`src/hw/rtl/scq_pkg.sv`:
```
package scq_pkg;

  localparam int VAL_W  = 32;
  localparam int COL_W  = 24;
  localparam int SLOT_W = 2;
  localparam int Q_W    = 17;
  localparam int ROWS_W = 11;
  localparam int NQ_W   = 3;
  localparam int CIDX_W = 3;

  localparam int DEF_MAX_ROWS      = 1024;
  localparam int DEF_MAX_QUANTILES = 4;

  localparam logic [Q_W-1:0] ONE_Q16 = 17'd65536;
  localparam logic [Q_W-1:0] HALF_Q16 = 17'd32768;

  // configuration register indexes
  localparam logic [CIDX_W-1:0] CFG_ROWS  = 3'd0;
  localparam logic [CIDX_W-1:0] CFG_NQ    = 3'd1;
  localparam logic [CIDX_W-1:0] CFG_Q0    = 3'd2;
  localparam logic [CIDX_W-1:0] CFG_Q3    = 3'd5;
  localparam logic [CIDX_W-1:0] CFG_ALPHA = 3'd6;
  localparam logic [CIDX_W-1:0] CFG_BETA  = 3'd7;

  typedef struct packed {
    logic [VAL_W-1:0] value;
    logic             has_value;
    logic             end_of_column;
  } item_t;

  typedef struct packed {
    logic [ROWS_W-1:0] rows;
    logic [NQ_W-1:0]   nq;
    logic [Q_W-1:0]    alpha;
    logic [Q_W-1:0]    beta;
  } cfg_t;

  function automatic logic [Q_W-1:0] sat_one(input logic [Q_W-1:0] v);
    return (v > ONE_Q16) ? ONE_Q16 : v;
  endfunction

endpackage

```
`src/hw/rtl/scq_front.sv`:
```
module scq_front (
  input  logic          clk,
  input  logic          rst_n,
  input  logic          in_valid,
  output logic          in_ready,
  input  scq_pkg::item_t in_item,
  output logic          q_valid,
  input  logic          q_ready,
  output scq_pkg::item_t q_item
);
  import scq_pkg::*;

  item_t       fifo_r [2];
  logic        wr_ptr_r, wr_ptr_nxt;
  logic        rd_ptr_r, rd_ptr_nxt;
  logic [1:0]  cnt_r, cnt_nxt;
  logic        push, pop;

  assign in_ready = (cnt_r != 2'd2);
  // an item with neither a value nor a column end has no effect, so it is not queued
  assign push     = in_valid && in_ready && (in_item.has_value || in_item.end_of_column);
  assign q_valid  = (cnt_r != 2'd0);
  assign pop      = q_valid && q_ready;
  assign q_item   = fifo_r[rd_ptr_r];

  always_comb begin
    wr_ptr_nxt = push ? ~wr_ptr_r : wr_ptr_r;
    rd_ptr_nxt = pop ? ~rd_ptr_r : rd_ptr_r;
    cnt_nxt    = cnt_r + {1'b0, push} - {1'b0, pop};
  end

  always_ff @(posedge clk) begin
    if (!rst_n) begin
      wr_ptr_r <= 1'b0;
      rd_ptr_r <= 1'b0;
      cnt_r    <= 2'd0;
    end else begin
      wr_ptr_r <= wr_ptr_nxt;
      rd_ptr_r <= rd_ptr_nxt;
      cnt_r    <= cnt_nxt;
    end
  end

  always_ff @(posedge clk) begin
    if (push) begin
      fifo_r[wr_ptr_r] <= in_item;
    end
  end

endmodule

```
`config.mk`:
```
export PLATFORM = sky130hd
export DESIGN_NAME = scq_front
export DESIGN_NICKNAME = d
export VERILOG_FILES = /design/src/hw/rtl/scq_pkg.sv /design/src/hw/rtl/scq_front.sv
export SDC_FILE = /design/constraint.sdc
export NUM_CORES = 1
export LEC_CHECK = 0
export BUFFER_PORTS_ARGS = -buffer_cell sky130_fd_sc_hd__buf_2
export CAP_MARGIN = 20
export CORE_MARGIN = 10
export CORE_UTILIZATION = 52
export DETAILED_ROUTE_END_ITERATION = 8
export MAX_ROUTING_LAYER = met4
export PLACE_DENSITY = 0.76
export SLEW_MARGIN = 20
export SYNTH_ARGS = -nofsm -noshare
export SYNTH_HDL_FRONTEND = slang
export SYNTH_SLANG_ARGS = --single-unit
```
`constraint.sdc`:
```
create_clock -name clk -period 2.9 [get_ports clk]
set_input_delay 0.58 -clock clk [delete_from_list [all_inputs] [get_ports clk]]
set_output_delay 0.58 -clock clk [all_outputs]
set_load 0.01 [all_outputs]
```
==> results of run 1 <==
==> placed cells by master, fill, tap and decap left out, drive strengths merged, types with 2 or more instances in the layout <==
| cell type | netlist | routed |
|---|---|---|
| and2 | 2 | 2 |
| xnor2 | 3 | 3 |
| clkinv | 0 | 4 |
| dfxtp | 5 | 5 |
| inv | 2 | 2 |
| nor2 | 2 | 2 |
| nand2 | 2 | 2 |
| ha | 2 | 2 |
| mux2 | 34 | 34 |
| buf | 4 | 77 |
| clkbuf | 0 | 10 |
| edfxtp | 68 | 68 |
| nor2b | 2 | 2 |
==> state kept, by name, summed over array words and instances, names as in the netlist, named ones only <==
signal / flops
fifo_r: 68
cnt_r: 2
rd_ptr_r: 1
wr_ptr_r: 1
==> per-stage QoR <==
stage                     power, mW  utilization [%]  area [um2]  std cells  hold slack, ns
after detailed placement       2.12             63.3        3290        274           0.527
final                          2.79             66.7        3470        289           0.434
after floorplan                1.90                -        2850        131           0.451
after CTS                      2.83             66.7        3470        289           0.414
after global placement         2.09             63.3        3290        274           0.498
after global routing           2.94             66.7        3470        289           0.412
==> per-layer routing <==
metal  GRT usage [%]  vias up
li1                -      671
met1            12.4      683
met2            20.7       49
met3            4.72       11
met4            6.71        0
met5               -        -
==> power by group through the flow <==
stage / Sequential, mW / Clock (mW) / Combinational (mW)
4_1_cts: 1.36 / 0.732 / 0.743
6_report: 1.36 / 0.710 / 0.724
5_1_grt: 1.37 / 0.788 / 0.783
3_5_place_dp: 1.38 / 0 / 0.740
2_1_floorplan: 1.34 / 0 / 0.565
3_3_place_gp: 1.37 / 0 / 0.717
==> kinds of logic after synthesis <==
group	count (synthesis)
AOI/OAI and AO/OA	2
xor gates and xnor gates	3
adders and majority gates	2
buffers and inverters	6
DFF	73
muxes	35
and+or+nand+nor	10
==> worst reg2reg max path, stage by stage, from the launching register on <==
cell	delay [ns]
dfxtp_1	0.37
nand2b_2	0.16
o211ai_2	0.18
nor2_4	0.50
buf_4	0.32
==> layout make-up <==
cell class              instances  area [um2]
flip-flops and latches         73        2140
fillers                       372        1740
multi-input cells              52         648
repair buffers                 77         408
clock buffers                  10         128
well taps                      70        87.6
clock inverters                 5        47.5
inverters                       2        7.51
==> path summary, 6_finish.rpt <==
kind	to	cells after the start	slack, ns
worst max-delay path	q_item[14]	3	0.62
worst min-delay path	fifo_r[1][15]	1	0.43
worst max register to register	fifo_r[0][30]	4	1.06
worst min register to register	wr_ptr_r	2	0.53
==> run metrics, run 1 <==
Ys Warns=0; Post-CTS Setup Repair Bufs=0; Resize count post-CTS=0; Setup WS pre-CTS=0.827 ns; WP data arrival=1.70 ns; post-synthesis mux area share=17.7%; Adder-Cell Fraction of Synth Area=0.877%; crit-path max cell delay=0.63 ns; detailed-route via count=1414; sequential share of power=48.7%; area of the mapped netlist=2850 um2; Max Fclk=439 MHz; Critical Path RT=2.32 ns; CP Cell Sequence=buf_12 -> mux2_4 -> buf_2; top-count cell post-synth=edfxtp_1; final WL=5.11 mm; Setup violations, final=0; first-pass GRT wire length=7.89 mm; clk root buf=clkbuf_8; share of layout cells above drive strength 1=59.4%; setup TNS=0 ns; DRC viols=0; VDD IR max=0.600 mV; prevailing post-synth register cell=edfxtp_1; CP bufs+invs=2; simple-gate share of the synthesized area=1.93%; cell count after synthesis=131; clock sink total=73; pwr dens=805 nW/um2; Post-synth top cells=68 x edfxtp_1, 30 x mux2_4, 5 x dfxtp_1; H-tree depth=3; Setup CP Type=reg2out; Sw Ratio=26.0%; min Tclk post-route=2.28 ns; Core Footprint=5200 um2; area delta synth->final=21.6%; Int Power=2.07 mW; die area=8850 um2; FF-to-FF Start=cnt_r[0]; vias in the first global route=1604; Setup crit end kind=primary output; largest family of logic cells by synthesized area=multiplexers; critical path's top delay family=flip-flops; Pleak=1.37 nW; routed metal-1 wire length=2.00 mm; drt wl/cell=17.7 um; post-synthesis sequential area ratio=75.1%; Initial Util=54.8%; Synth top area share=71.5%; worst-margin pin slew=0.576 ns; met2 wire length=2.70 mm; Worst Skew=0.00484 ns; Post-Synth XOR/XNOR Area=0.921%; final critical-path share of the clock period=78.5%; clock slew at reported path FFs=0.07 ns; Slew HR=61.5%; clock tree buffer depth=2; hold path startpoint=in_item[15]; nature of the critical path startpoint=register; DR pass1 iterations=4; antenna diode count=0; Via density=4.89; post-synth top area cell=edfxtp_1; Psw=0.727 mW; RD Place Congestion=0.785; Synth async-reset ratio=0%; top layer in use=met4; Final Hold Viols=0; FF+latch count, synth=73; die height=94.1 um; cts bufs inserted=9; GRT Util Overall=12.5%; Hold-fix buffers, CTS=0; # IOs=74; Site Rows=26; min-delay worst type=in2reg; Slew Limit Fails=0; Clock Latency Late Sink=0.33 ns; Port Buf Inserts=73; MaxCap Viol Count=0; synth top area cells=edfxtp_1 72%, mux2_4 16%, dfxtp_1 3.5%, buf_12 2.1%, mux2_2 1.6%; DP HPWL=3.83 mm; combinational power share=25.9%; status=complete, no violations; Netlist cell types=18; Nets=255; chip width=94.1 um; Remaining Overflow, GRT=0; largest net degree at the start of global routing=23; antenna-violating nets left=0; part of the power in the clock network=25.4%; Syn Area/Cell=21.8 um2; DR iter-0 viols=64; initial antenna violation count=0; Slowest-stage cell, CP=dfxtp_2; Met3 Routed Length=316 um; Mapped Nets=171; Setup WS post-layout=0.622 ns; Compound-Gate Fraction of Synth Area=0.745%; unrepaired setup endpoints after global routing=false; CTS tree=built; number of synthesized flops with an enable pin=68; critical path fanouts, max=20
(Power assumes the default switching activity.)
==> run 2, diff against run 1 <==
Settings changed: ABC_AREA from default to 1.
Clock period 2.9 ns to 2.3 ns, I/O delays scaled along.
==> run metrics, run 2 <==
status=complete, no violations; # fillers=377 (+1.3%); Netlist cell types=14 (-4); MaxCap Viol Count=0 (unchanged); die area=8860 um2 (+0.14%); Top Registers=fifo_r (68), cnt_r (2); Core Footprint=5200 um2 (unchanged); max reg flops=68 (unchanged); VDD IR max=0.611 mV (+1.7%); number of synthesized flops with an enable pin=68 (unchanged); vias in the first global route=1622 (+1.1%); FF+latch count, synth=73 (unchanged); pwr dens=1050 nW/um2 (+31%); # IOs=74 (unchanged); Post-synth top cells=68 x edfxtp_1, 30 x mux2_4, 10 x nand2_1; chip width=94.2 um (about the same); DR iter-0 viols=67 (+4.7%); critical path fanouts, max=24 (+20%); Setup WS post-layout=0.245 ns (-0.378 ns); RD Place Congestion=0.699 (-11%); Final Hold Viols=0 (unchanged); Mapped Nets=183 (+7.0%); drt wl/cell=16.6 um (-6.3%); Setup CP Type=reg2out; flop2flop setup slack=0.65 ns (-0.41 ns); Initial Util=54.9% (+0.096 points); Power Total=3.69 mW (+32%); antenna diode count=0 (unchanged); CTS tree=built; Worst Skew=0.00378 ns (-0.00106 ns); unrepaired setup endpoints after global routing=false; clock slew at reported path FFs=0.07 ns (about the same); min Tclk post-route=2.06 ns; die height=94.2 um (about the same); DR pass1 iterations=4 (unchanged); share of layout cells above drive strength 1=54.9% (-4.4 points); Slew HR=70.3% (+8.8 points); cts bufs inserted=9 (unchanged); Max Fclk=487 MHz; prevailing post-synth register cell=edfxtp_1; Synth async-reset ratio=0% (unchanged); Pleak=1.44 nW (+4.9%); Nets=268 (+5.1%); detailed-route via count=1425 (+0.78%); Hold-fix buffers, CTS=0 (unchanged); setup TNS=0 ns (unchanged); Clock Latency Late Sink=0.32 ns (about the same); nature of the critical path startpoint=register; clk root buf=clkbuf_8; cell count after synthesis=143 (+9.2%); Port Buf Inserts=73 (unchanged); DRC viols=0 (unchanged); Setup violations, final=0 (unchanged); clock tree buffer depth=2 (unchanged); Finished Layout Cells=303 (+4.8%); Post-CTS Setup Repair Bufs=0 (unchanged); final WL=5.03 mm (-1.7%); clock sink total=73 (unchanged); Synth top area share=71.4% (-0.13 points); largest net degree at the start of global routing=28 (+22%); DP HPWL=3.60 mm (-5.9%); post-synthesis sequential area ratio=74.9% (-0.13 points); Via density=4.70 (-3.9%); WP data arrival=1.60 ns (-0.10 ns); top-count cell post-synth=edfxtp_1; area of the multi-input gates=619 um2 (-4.4%); antenna-violating nets left=0 (unchanged); sequential cell area=2140 um2 (unchanged); Slew Limit Fails=0 (unchanged); area delta synth->final=22.7%; Setup crit end kind=primary output; Resize count post-CTS=0 (unchanged); Critical Path RT=1.84 ns (-0.48 ns); Ys Warns=0 (unchanged); H-tree depth=3 (unchanged); Setup WS pre-CTS=0.477 ns (-0.349 ns); min-delay worst type=in2reg; Syn Area/Cell=20.0 um2 (-8.2%); most common cell after layout, fill and taps aside=buf_2; Largest Register=fifo_r; Site Rows=26 (unchanged); final critical-path share of the clock period=89.4%; worst-margin pin slew=0.445 ns (-0.131 ns); commonest non-fill, non-tap cells in the layout=73 x buf_2, 68 x edfxtp_1, 30 x mux2_4; synth top area cells=edfxtp_1 71%, mux2_4 16%, dfxtp_1 3.5%, buf_12 2.1%, mux2_2 1.6%; initial antenna violation count=0 (unchanged); area of the mapped netlist=2860 um2 (+0.18%); post-synth top area cell=edfxtp_1; first-pass GRT wire length=8.11 mm (+2.7%); Remaining Overflow, GRT=0 (unchanged); GRT Util Overall=12.5% (about the same); Cells after DPL=287 (+4.7%); Hold WS=0.318 ns (-0.116 ns)
## run 2: final timing paths
check,startpoint,to,cells after the start
max,register,q_item[2],3
min,in_item[31],fifo_r[0][31],1
max reg2reg,cnt_r[0],cnt_r[1],10
min reg2reg,rd_ptr_r,register,2
## run 2: kinds of logic (layout without fill, tap and decap cells)
logic type                 count (synthesis)  in the layout  share of synthesized area (%)
AOI/OAI and AO/OA                          1              1                          0.263
xor gates and xnor gates                   1              1                          0.306
adders and majority gates                  2              2                          0.875
buffers and inverters                     13            103                           3.68
DFF                                       73             73                           74.9
muxes                                     34             34                           17.3
and+or+nand+nor                           19             19                           2.63
## run 2: critical path: stages, from the launching register on
cell	delay, ns
dfxtp_2	0.32
buf_4	0.39
mux2_2	0.41
buf_2	0.14
## run 2: per-stage QoR
| step | area, um2 | utilization [%] |
|---|---|---|
| detailed placement | 3300 | 63.4 |
| CTS | 3510 | 67.4 |
| floorplan | 2860 | - |
| global placement | 3300 | 63.4 |
| finish | 3510 | 67.4 |
| global route | 3510 | 67.4 |
## run 2: cell type report
class,instances,area share (%)
Timing Repair Buffer,78,11.8
Multi-Input combinational cell,57,17.7
Inverter,9,0.963
Sequential cell,73,61.1
Clock inverter,2,0.999
Clock buffer,14,4.92
Tap cell,70,2.50
## run 2: power by group
group | total, mW | leakage, nW | internal [mW] | switching (mW)
sequential | 1.70 | 0.671 | 1.64 | 0.0535
combinational | 0.991 | 0.660 | 0.498 | 0.493
clock | 1.00 | 0.107 | 0.590 | 0.414
total | 3.69 | 1.44 | 2.73 | 0.960
## run 2: per-layer routing
metal	global-route usage, %	routed length (um)
met5	-	0
met4	6.46	65
met3	3.76	268
met2	20.9	2760
met1	12.9	1930
